===== config.mk =====
export PLATFORM = sky130hd
export DESIGN_NAME = label_overlap_jaccard_flat
export DESIGN_NICKNAME = d
export VERILOG_FILES = /design/src/hw/rtl/loj_pkg.sv /design/src/hw/rtl/loj_if.sv /design/src/hw/rtl/label_overlap_jaccard.sv /design/src/hw/rtl/loj_div.sv /design/src/flat_wrapper.sv
export SDC_FILE = /design/constraint.sdc
export NUM_CORES = 2
export LEC_CHECK = 0
export BUFFER_PORTS_ARGS = -buffer_cell sky130_fd_sc_hd__buf_4
export CAP_MARGIN = 20
export CORE_MARGIN = 10
export CORE_UTILIZATION = 57
export CTS_CLUSTER_SIZE = 10
export DETAILED_ROUTE_END_ITERATION = 12
export PLACE_DENSITY = 0.76
export SYNTH_ARGS = -nofsm -noshare
export SYNTH_HDL_FRONTEND = slang
export SYNTH_SLANG_ARGS = --single-unit
export TNS_END_PERCENT = 5

===== constraint.sdc =====
create_clock -name clk -period 9.6 [get_ports clk]
set_clock_uncertainty 0.2 [all_clocks]
set_input_delay 1.44 -clock clk [delete_from_list [all_inputs] [get_ports clk]]
set_output_delay 1.44 -clock clk [all_outputs]
set_load 0.02 [all_outputs]

===== src/hw/rtl/loj_pkg.sv =====
// Package: shared constants and types for the label overlap block.
package loj_pkg;
  localparam int MAX_FEATURES_A_DEF = 8;
  localparam int MAX_FEATURES_B_DEF = 8;
  localparam int COUNT_BITS_DEF     = 20;
  localparam int RESULT_LIMIT       = 64;
  localparam int LABEL_W            = 3;
  localparam int CFG_W              = 4;
  localparam int FRAC_W             = 17;
  localparam logic [0:0] CFG_IDX_A = 1'b0;
  localparam logic [0:0] CFG_IDX_B = 1'b1;

  typedef struct packed {
    logic start;
    logic busy;
    logic done;
  } div_ctl_t;
endpackage


===== src/hw/rtl/loj_if.sv =====
// Interfaces: voxel input channel and result output channel.
interface loj_in_if;
  logic       valid;
  logic       ready;
  logic [2:0] label_a;
  logic [2:0] label_b;
  logic       last_voxel;
  modport source (output valid, label_a, label_b, last_voxel, input ready);
  modport sink   (input valid, label_a, label_b, last_voxel, output ready);
endinterface

interface loj_out_if;
  logic        valid;
  logic        ready;
  logic [2:0]  index_a;
  logic [2:0]  index_b;
  logic [16:0] jaccard_frac;
  logic [16:0] dissimilarity_frac;
  logic        undefined_ratio;
  logic        last_result;
  modport source (output valid, index_a, index_b, jaccard_frac, dissimilarity_frac,
                  undefined_ratio, last_result, input ready);
  modport sink   (input valid, index_a, index_b, jaccard_frac, dissimilarity_frac,
                  undefined_ratio, last_result, output ready);
endinterface


===== src/hw/rtl/label_overlap_jaccard.sv =====
// Top level: joint label histogram with Jaccard / dissimilarity readout.
//
// Usage: voxels enter on in_* (valid/ready), one word per voxel carrying a
// label from each segmentation and a last_voxel flag. Each voxel is read from
// memory, updated and written back; ready drops meanwhile. Labels at
// or above the in-use register value are dropped; counts saturate.
// After the last voxel the block walks every pair in use (a outer, b inner,
// at most 64 pairs) and sends one result word per pair on out_*. Each pair
// reads its counts (S_RD, S_RD2) and checks for an undefined ratio (S_DV1),
// then runs two divisions on one shared restoring divider (COUNT_BITS+18
// quotient steps each); a pair with both counts zero skips the divider.
// Results sit in an output register; if the receiver stalls, the sequencer
// waits there. After the final pair a clearing pass over all MAX_A*MAX_B entries
// zeroes the pair memory and the side counters before new voxels are taken.
// Reset: synchronous, active low; both in-use registers go to 8 and a
// clearing pass runs first (input not ready).
// Configuration: cfg_we/cfg_idx/cfg_wdata, index 0 = A in use, 1 = B in use;
// write only while idle.
module label_overlap_jaccard #(
  parameter int MAX_FEATURES_A = loj_pkg::MAX_FEATURES_A_DEF,
  parameter int MAX_FEATURES_B = loj_pkg::MAX_FEATURES_B_DEF,
  parameter int COUNT_BITS     = loj_pkg::COUNT_BITS_DEF
) (
  input  logic                      clk,
  input  logic                      rst_n,
  input  logic                      cfg_we,
  input  logic [0:0]                cfg_idx,
  input  logic [loj_pkg::CFG_W-1:0] cfg_wdata,
  loj_in_if.sink                    in_ch,
  loj_out_if.source                 out_ch
);
  import loj_pkg::*;

  localparam int DEPTH = MAX_FEATURES_A * MAX_FEATURES_B;
  localparam int AW    = (DEPTH > 1) ? $clog2(DEPTH) : 1;
  localparam int IAW   = (MAX_FEATURES_A > 1) ? $clog2(MAX_FEATURES_A) : 1;
  localparam int IBW   = (MAX_FEATURES_B > 1) ? $clog2(MAX_FEATURES_B) : 1;
  localparam int NAW   = $clog2(MAX_FEATURES_A + 1);
  localparam int NBW   = $clog2(MAX_FEATURES_B + 1);
  localparam int RCW   = $clog2(RESULT_LIMIT + 1);
  localparam int CB    = COUNT_BITS;
  localparam logic [CB-1:0] CMAX = {CB{1'b1}};

  localparam logic [3:0] S_CLR  = 4'd0;
  localparam logic [3:0] S_IDLE = 4'd1;
  localparam logic [3:0] S_ACC1 = 4'd2;
  localparam logic [3:0] S_ACC2 = 4'd3;
  localparam logic [3:0] S_RD   = 4'd4;
  localparam logic [3:0] S_RD2  = 4'd5;
  localparam logic [3:0] S_DV1  = 4'd6;
  localparam logic [3:0] S_DV1W = 4'd7;
  localparam logic [3:0] S_DV2W = 4'd8;
  localparam logic [3:0] S_OUT  = 4'd9;

  logic [CFG_W-1:0] cfg_a_r, cfg_b_r;
  logic [3:0]       st_r;

  // Pair count memory: one write port, one registered read port.
  logic [CB-1:0] pmem [DEPTH];
  logic [AW-1:0] paddr;
  logic          pwe;
  logic [CB-1:0] pwdata, prdata_r;

  logic [CB-1:0] cnt_a_r [MAX_FEATURES_A];
  logic [CB-1:0] cnt_b_r [MAX_FEATURES_B];

  logic [AW-1:0]  clr_r;
  logic [LABEL_W-1:0] la_r, lb_r;
  logic           va_r, vb_r, last_r;
  logic [IAW-1:0] ia_r;
  logic [IBW-1:0] ib_r;
  logic [RCW-1:0] rcnt_r;
  logic [CB-1:0]  ov_r, ca_r, cb_r;
  logic [16:0]    jac_r;

  logic [NAW-1:0] na;
  logic [NBW-1:0] nb;
  logic           va, vb;
  logic [IAW-1:0] in_la;
  logic [IBW-1:0] in_lb;
  logic [CB-1:0]  ov_c, den_c, num_c, ea, eb;
  logic [CB:0]    uni_w;
  logic           undef_c;
  logic [RCW-1:0] total;
  logic [2*RCW+1:0] prod;

  // divider runs one bit wider: the union can exceed a single count
  logic           dv_start, dv_done;
  logic [CB:0]    dv_num, dv_den;
  logic [CB+17:0] dv_q;
  logic [16:0]    q_sat;

  assign na = (32'(cfg_a_r) > 32'(MAX_FEATURES_A)) ? NAW'(MAX_FEATURES_A) : NAW'(cfg_a_r);
  assign nb = (32'(cfg_b_r) > 32'(MAX_FEATURES_B)) ? NBW'(MAX_FEATURES_B) : NBW'(cfg_b_r);
  assign prod  = (2*RCW+2)'(na) * (2*RCW+2)'(nb);
  assign total = (prod > (2*RCW+2)'(RESULT_LIMIT)) ? RCW'(RESULT_LIMIT) : RCW'(prod);
  assign va = 32'(in_ch.label_a) < 32'(na);
  assign vb = 32'(in_ch.label_b) < 32'(nb);
  assign in_la = IAW'(in_ch.label_a);
  assign in_lb = IBW'(in_ch.label_b);

  // pair arithmetic on registered counts
  always_comb begin
    ov_c = ov_r;
    if (ov_c > ca_r) ov_c = ca_r;
    if (ov_c > cb_r) ov_c = cb_r;
    uni_w = {1'b0, ca_r} + {1'b0, cb_r} - {1'b0, ov_c};
    den_c = (ca_r > cb_r) ? ca_r : cb_r;
    ea    = ca_r - ov_c;
    eb    = cb_r - ov_c;
    num_c = (ea > eb) ? ea : eb;
    undef_c = (ca_r == '0) && (cb_r == '0);
  end

  assign q_sat = (dv_q > (CB+18)'(65536)) ? 17'd65536 : dv_q[16:0];

  logic [IAW-1:0] pla;
  logic [IBW-1:0] plb;
  assign pla = IAW'(la_r);
  assign plb = IBW'(lb_r);

  always_comb begin
    paddr  = AW'(ia_r) * AW'(MAX_FEATURES_B) + AW'(ib_r);
    pwe    = 1'b0;
    pwdata = (prdata_r == CMAX) ? CMAX : prdata_r + 1'b1;
    dv_start = 1'b0;
    dv_num = {1'b0, ov_c};
    dv_den = uni_w;
    unique case (st_r)
      S_CLR: begin
        paddr = clr_r; pwe = 1'b1; pwdata = '0;
      end
      S_IDLE: paddr = AW'(in_la) * AW'(MAX_FEATURES_B) + AW'(in_lb);
      S_ACC1, S_ACC2: begin
        paddr = AW'(pla) * AW'(MAX_FEATURES_B) + AW'(plb);
        pwe   = (st_r == S_ACC2) && va_r && vb_r;
      end
      S_DV1: dv_start = !undef_c;
      S_DV1W: begin
        dv_start = dv_done;
        dv_num = {1'b0, num_c}; dv_den = {1'b0, den_c};
      end
      default: ;
    endcase
  end

  always_ff @(posedge clk) begin
    if (pwe) pmem[paddr] <= pwdata;
    prdata_r <= pmem[paddr];
  end

  loj_div #(.CB(CB + 1)) u_div (
    .clk(clk), .rst_n(rst_n), .start(dv_start), .num(dv_num), .den(dv_den),
    .done(dv_done), .quot(dv_q)
  );

  assign in_ch.ready = (st_r == S_IDLE);
  assign out_ch.valid = (st_r == S_OUT);

  always_ff @(posedge clk) begin
    if (!rst_n) begin
      st_r    <= S_CLR;
      clr_r   <= '0;
      cfg_a_r <= CFG_W'(8);
      cfg_b_r <= CFG_W'(8);
      ia_r    <= '0;
      ib_r    <= '0;
      rcnt_r  <= '0;
      for (int i = 0; i < MAX_FEATURES_A; i++) cnt_a_r[i] <= '0;
      for (int j = 0; j < MAX_FEATURES_B; j++) cnt_b_r[j] <= '0;
    end else begin
      if (cfg_we) begin
        if (cfg_idx == CFG_IDX_A) cfg_a_r <= cfg_wdata;
        else                      cfg_b_r <= cfg_wdata;
      end
      unique case (st_r)
        S_CLR: begin
          for (int i = 0; i < MAX_FEATURES_A; i++) cnt_a_r[i] <= '0;
          for (int j = 0; j < MAX_FEATURES_B; j++) cnt_b_r[j] <= '0;
          if (clr_r == AW'(DEPTH - 1)) begin
            clr_r <= '0;
            st_r  <= S_IDLE;
          end else clr_r <= clr_r + 1'b1;
        end
        S_IDLE: if (in_ch.valid) begin
          la_r <= in_ch.label_a; lb_r <= in_ch.label_b;
          va_r <= va; vb_r <= vb; last_r <= in_ch.last_voxel;
          if (va && cnt_a_r[in_la] != CMAX)
            cnt_a_r[in_la] <= cnt_a_r[in_la] + 1'b1;
          if (vb && cnt_b_r[in_lb] != CMAX)
            cnt_b_r[in_lb] <= cnt_b_r[in_lb] + 1'b1;
          st_r <= S_ACC1;
        end
        S_ACC1: st_r <= S_ACC2;
        S_ACC2: begin
          ia_r <= '0; ib_r <= '0; rcnt_r <= '0;
          if (!last_r) st_r <= S_IDLE;
          else if (total == '0) st_r <= S_CLR;
          else st_r <= S_RD;
        end
        S_RD: st_r <= S_RD2;
        S_RD2: begin
          ov_r <= prdata_r;
          ca_r <= cnt_a_r[ia_r];
          cb_r <= cnt_b_r[ib_r];
          st_r <= S_DV1;
        end
        S_DV1: begin
          if (undef_c) begin
            jac_r <= '0;
            out_ch.jaccard_frac <= '0;
            out_ch.dissimilarity_frac <= '0;
            st_r <= S_OUT;
          end else st_r <= S_DV1W;
          out_ch.undefined_ratio <= undef_c;
          out_ch.index_a <= LABEL_W'(ia_r);
          out_ch.index_b <= LABEL_W'(ib_r);
          out_ch.last_result <= (rcnt_r + 1'b1) == total;
        end
        S_DV1W: if (dv_done) begin
          jac_r <= q_sat;
          st_r  <= S_DV2W;
        end
        S_DV2W: if (dv_done) begin
          out_ch.jaccard_frac       <= jac_r;
          out_ch.dissimilarity_frac <= q_sat;
          st_r <= S_OUT;
        end
        S_OUT: if (out_ch.ready) begin
          rcnt_r <= rcnt_r + 1'b1;
          if ((rcnt_r + 1'b1) == total) st_r <= S_CLR;
          else begin
            st_r <= S_RD;
            if (NBW'(ib_r) == NBW'(nb - 1'b1)) begin
              ib_r <= '0;
              ia_r <= ia_r + 1'b1;
            end else ib_r <= ib_r + 1'b1;
          end
        end
        default: st_r <= S_CLR;
      endcase
    end
  end
endmodule


===== src/hw/rtl/loj_div.sv =====
// Restoring divider: floor((num << 16) / den), one quotient bit per cycle.
module loj_div #(
  parameter int CB = 20
) (
  input  logic           clk,
  input  logic           rst_n,
  input  logic           start,
  input  logic [CB-1:0]  num,
  input  logic [CB-1:0]  den,
  output logic           done,
  output logic [CB+16:0] quot
);
  import loj_pkg::*;
  localparam int QW = CB + 17;
  localparam int CW = $clog2(QW + 1);

  logic [QW-1:0] dvd_r, dvd_nxt;
  logic [CB:0]   rem_r, rem_nxt;
  logic [CB-1:0] den_r, den_nxt;
  logic [CW-1:0] cnt_r, cnt_nxt;
  logic          busy_r, busy_nxt;
  logic          done_r, done_nxt;
  logic [CB+1:0] trial;
  logic [CB:0]   shifted;

  always_comb begin
    shifted  = {rem_r[CB-1:0], dvd_r[QW-1]};
    trial    = {1'b0, shifted} - {2'b0, den_r};
    dvd_nxt  = dvd_r;
    rem_nxt  = rem_r;
    den_nxt  = den_r;
    cnt_nxt  = cnt_r;
    busy_nxt = busy_r;
    done_nxt = 1'b0;
    if (start) begin
      dvd_nxt  = {1'b0, num, 16'b0};
      rem_nxt  = '0;
      den_nxt  = den;
      cnt_nxt  = CW'(QW);
      busy_nxt = 1'b1;
    end else if (busy_r) begin
      if (!trial[CB+1]) begin
        rem_nxt = trial[CB:0];
        dvd_nxt = {dvd_r[QW-2:0], 1'b1};
      end else begin
        rem_nxt = shifted;
        dvd_nxt = {dvd_r[QW-2:0], 1'b0};
      end
      cnt_nxt = cnt_r - 1'b1;
      if (cnt_r == CW'(1)) begin
        busy_nxt = 1'b0;
        done_nxt = 1'b1;
      end
    end
  end

  always_ff @(posedge clk) begin
    dvd_r <= dvd_nxt;
    rem_r <= rem_nxt;
    den_r <= den_nxt;
    if (!rst_n) begin
      cnt_r  <= '0;
      busy_r <= 1'b0;
      done_r <= 1'b0;
    end else begin
      cnt_r  <= cnt_nxt;
      busy_r <= busy_nxt;
      done_r <= done_nxt;
    end
  end

  assign done = done_r;
  assign quot = dvd_r;
endmodule


===== src/flat_wrapper.sv =====
// flat-port wrapper written by rule: the top's interface ports become plain ports
module label_overlap_jaccard_flat import loj_pkg::*;
#(
  parameter int MAX_FEATURES_A = loj_pkg::MAX_FEATURES_A_DEF,
  parameter int MAX_FEATURES_B = loj_pkg::MAX_FEATURES_B_DEF,
  parameter int COUNT_BITS     = loj_pkg::COUNT_BITS_DEF
)
  (clk, rst_n, cfg_we, cfg_idx, cfg_wdata, in_ch_valid, in_ch_label_a, in_ch_label_b, in_ch_last_voxel, in_ch_ready, out_ch_valid, out_ch_index_a, out_ch_index_b, out_ch_jaccard_frac, out_ch_dissimilarity_frac, out_ch_undefined_ratio, out_ch_last_result, out_ch_ready);
  loj_in_if in_ch_i ();
  loj_out_if out_ch_i ();
  input  logic clk;
  input  logic rst_n;
  input  logic cfg_we;
  input  logic [0:0] cfg_idx;
  input  logic [loj_pkg::CFG_W-1:0] cfg_wdata;
  input wire logic [$bits(in_ch_i.valid)-1:0] in_ch_valid;
  input wire logic [$bits(in_ch_i.label_a)-1:0] in_ch_label_a;
  input wire logic [$bits(in_ch_i.label_b)-1:0] in_ch_label_b;
  input wire logic [$bits(in_ch_i.last_voxel)-1:0] in_ch_last_voxel;
  output wire logic [$bits(in_ch_i.ready)-1:0] in_ch_ready;
  output wire logic [$bits(out_ch_i.valid)-1:0] out_ch_valid;
  output wire logic [$bits(out_ch_i.index_a)-1:0] out_ch_index_a;
  output wire logic [$bits(out_ch_i.index_b)-1:0] out_ch_index_b;
  output wire logic [$bits(out_ch_i.jaccard_frac)-1:0] out_ch_jaccard_frac;
  output wire logic [$bits(out_ch_i.dissimilarity_frac)-1:0] out_ch_dissimilarity_frac;
  output wire logic [$bits(out_ch_i.undefined_ratio)-1:0] out_ch_undefined_ratio;
  output wire logic [$bits(out_ch_i.last_result)-1:0] out_ch_last_result;
  input wire logic [$bits(out_ch_i.ready)-1:0] out_ch_ready;
  assign in_ch_i.valid = in_ch_valid;
  assign in_ch_i.label_a = in_ch_label_a;
  assign in_ch_i.label_b = in_ch_label_b;
  assign in_ch_i.last_voxel = in_ch_last_voxel;
  assign in_ch_ready = in_ch_i.ready;
  assign out_ch_valid = out_ch_i.valid;
  assign out_ch_index_a = out_ch_i.index_a;
  assign out_ch_index_b = out_ch_i.index_b;
  assign out_ch_jaccard_frac = out_ch_i.jaccard_frac;
  assign out_ch_dissimilarity_frac = out_ch_i.dissimilarity_frac;
  assign out_ch_undefined_ratio = out_ch_i.undefined_ratio;
  assign out_ch_last_result = out_ch_i.last_result;
  assign out_ch_i.ready = out_ch_ready;
  label_overlap_jaccard #(.MAX_FEATURES_A(MAX_FEATURES_A), .MAX_FEATURES_B(MAX_FEATURES_B), .COUNT_BITS(COUNT_BITS)) u_core (.clk(clk), .rst_n(rst_n), .cfg_we(cfg_we), .cfg_idx(cfg_idx), .cfg_wdata(cfg_wdata), .in_ch(in_ch_i), .out_ch(out_ch_i));
endmodule

==> flow_metrics.tcl <==
set metrics [dict create \
    h-tree-depth 4 \
    root_buffer "clkbuf_16" \
    async_reset_ff_share_pct 0 \
    hold_buffers 0 \
    worstMarginPinSlew_ns 1.16 \
    place_congestion 0.948 \
    placed_cell_area_sq_mm 0.0850 \
    fin_cells 7874 \
    avgRoutedWirePerCell_um 29.8 \
    cts_buffer_depth 3 \
    fin_crit_ns 9.19 \
    antenna_found_initial 10 \
    grt_overflow 0 \
    synth-seq-area-share_pct 67.9 \
    critPathArrivalTime_ns 9.51 \
    synth_enable_flop_cells 1770 \
    syn_area_sq_mm 0.0812 \
    rows 138 \
    post-place-ws_ns 0.0345 \
    critPathMostFrequentCell "ha_1" \
    slowest_stage "or4_1" \
    utilization_pct 64.4 \
    die_w_um 397 \
    slew_headroom_pct 22.4 \
    drc 0 \
    numCtsBuffers 208 \
    wirelength_mm 235 \
    crit_fanout 16 \
    outcome "finished clean" \
    hold_slack_ns 0.290 \
    critPathLaunchType "flop" \
    leakagePower_nw 31.0 \
    track_usage_pct 28.8 \
    drive_gt1_share_pct 14.9 \
    crit_type "reg2reg" \
    syn2layout_area_growth_pct 12.4 \
    die_y_um 397 \
    num_io_pins 61 \
    clkLatencyLatePin_ns 0.86 \
    crit_required_ns 9.92 \
    port-buffer-count 60 \
    fin_ws_ns 0.405 \
    ys_ff_latch 1867 \
    dp_cells 7556 \
    initial_core_util_pct 57.3 \
    cts.sinks 1867 \
    final_common_cell "edfxtp_1" \
    setup_viol 0 \
    synth_cells 5694 \
    critPathMaxStageDelay_ns 0.58 \
    hold_path.class "reg2reg" \
    final_max_slew_viol_count 0 \
    fmax_ghz 0.109 \
    tritoncts "yes" \
    vias 54200 \
    syn_nets 5913 \
    maxCapViolCount 0 \
    avgSynthCellArea_sq_um 14.3 \
    rrSetupSlack_ns 0.41 \
    mostFrequentLayoutCells "1770 x edfxtp_1, 546 x nor2_1, 530 x a22oi_1" \
    powerDensity_mw_per_mm2 251 \
    nNetsFinal 6105 \
    drt_pre_antenna_iters 6 \
    min_period_over_period_pct 95.8 \
    hold_viol_final 0 \
    synth_ff_type "edfxtp_1" \
    synth.distinct_cells 112 \
    grt_pass1_wl_mm 341 \
    ys_warn_count 0 \
    critPathCaptureType "flop" \
    grt_pass1_vias 52200 \
    grt_max_degree 106 \
    dp_hpwl_mm 140 \
    viasPerCell 6.89 \
    antenna_left 0 \
    final_cell_area_sq_mm 0.0912 \
    first_iter_violations 7833 \
    design.core.area_sq_mm 0.142 \
    dieArea_sq_mm 0.158 \
    vdd_drop_max_v 0.000386 \
    cts.clk_slew.worst_paths_ns 0.06 \
]
worst max-delay path: cells and delay by family (launching register included):
family | cells | cell delay, ns
AO/OA/AOI/OAI | 19 | 3.82
XOR/XNOR | 1 | 0.22
adder cells (fa/ha/maj) | 7 | 2.06
buffers and inverters | 5 | 0.57
flip-flops | 1 | 0.34
AND/OR/NAND/NOR | 7 | 1.71
path summary, 6_finish.rpt:
kind,from,end,cells past startpoint
worst max-delay path,u_core.ca_r[15],u_core.u_div.quot[18],39
worst min-delay path,u_core.cfg_b_r[2],u_core.cfg_b_r[2],2
worst max register to register,u_core.ca_r[15],u_core.u_div.quot[18],39
worst min register to register,u_core.cfg_b_r[2],u_core.cfg_b_r[2],2
area by class of cell:
class,count,area (sq um)
Sequential cell,1867,55100
Fill cell,9835,50400
Multi-Input combinational cell,3362,24800
Clock buffer,284,5540
Tap cell,1890,2360
Timing Repair Buffer,297,2360
Inverter,150,563
Clock inverter,20,483
Antenna cell,4,10.0
synthesized netlist by cell type (7+ instances only):
library cell / instances / area [sq um]
a2111oi_0: 7 / 61.3
a211oi_1: 18 / 135
a21boi_0: 10 / 75.1
a21o_1: 39 / 293
a21oi_1: 250 / 1250
a221oi_1: 112 / 981
a22o_1: 71 / 622
a22oi_1: 531 / 3990
a31oi_1: 89 / 557
a41oi_1: 44 / 385
and2_1: 38 / 238
and3_1: 49 / 307
buf_1: 48 / 180
clkbuf_1: 254 / 953
dfxtp_1: 97 / 1940
edfxtp_1: 1770 / 53200
fa_1: 20 / 400
ha_1: 182 / 2280
inv_1: 145 / 544
mux2_2: 81 / 912
mux2i_1: 89 / 891
mux4_2: 101 / 2270
nand2_1: 244 / 916
nand2b_1: 21 / 131
nand3_1: 77 / 385
nand4_1: 86 / 538
nor2_1: 619 / 2320
nor2b_1: 23 / 144
nor3_1: 37 / 185
nor4_1: 41 / 257
o211ai_1: 14 / 105
o21a_1: 12 / 90.1
o21ai_0: 137 / 686
o21bai_1: 7 / 52.6
o221ai_1: 9 / 78.8
o22ai_1: 9 / 56.3
o31ai_1: 14 / 105
or2_2: 13 / 81.3
or3_1: 14 / 87.6
xnor2_1: 73 / 639
xor2_1: 53 / 464
per-layer routing:
layer / track usage (%) / routed length, um / up-vias
met1: 39.2 / 86000 / 26700
met3: 6.55 / 29800 / 694
met5: 0 / 36 / -
met4: 12.5 / 10900 / 6
li1: - / - / 22800
met2: 44.7 / 108000 / 4054
flip-flops by register name (all words and copies together), names as in the netlist, 7 cells and up:
signal,cells
u_core.ca_r,20
u_core.cb_r,20
u_core.cnt_a_r,160
u_core.cnt_b_r,160
u_core.jac_r,17
u_core.out_ch.dissimilarity_frac,17
u_core.out_ch.jaccard_frac,17
u_core.ov_r,20
u_core.pmem,1280
u_core.prdata_r,20
u_core.rcnt_r,7
u_core.u_div.den_r,21
u_core.u_div.quot,38
u_core.u_div.rem_r,21
stage by stage:
stage | total power, W | TNS (ns)
after global routing | 0.0234 | -0.0375
after global placement | 0.0155 | 0
after CTS | 0.0227 | 0
after detailed placement | 0.0156 | 0
final | 0.0229 | 0
after floorplan | 0.0132 | -0.0304
power by group:
group / switching (W) / total, W / internal (W) / leakage, nW
logic: 0.00379 / 0.00523 / 0.00145 / 10.1
registers: 0.000353 / 0.0105 / 0.0101 / 17.9
clock network: 0.00310 / 0.00718 / 0.00407 / 2.88
cells by family after synthesis:
kind of cell | synth area share, %
adder cells (fa/ha/maj) | 3.34
XOR/XNOR | 1.38
multiplexers | 5.07
buffers and inverters | 2.27
AO/OA/AOI/OAI | 12.8
flip-flops | 67.9
AND/OR/NAND/NOR | 7.30
timing repair:
item	in CTS	in global routing
setup buffers	0	6
hold endpoints to repair	0	0
endpoints found under the setup margin	0	21
gates resized for setup	0	18
Power figures use the tool's default switching activity.
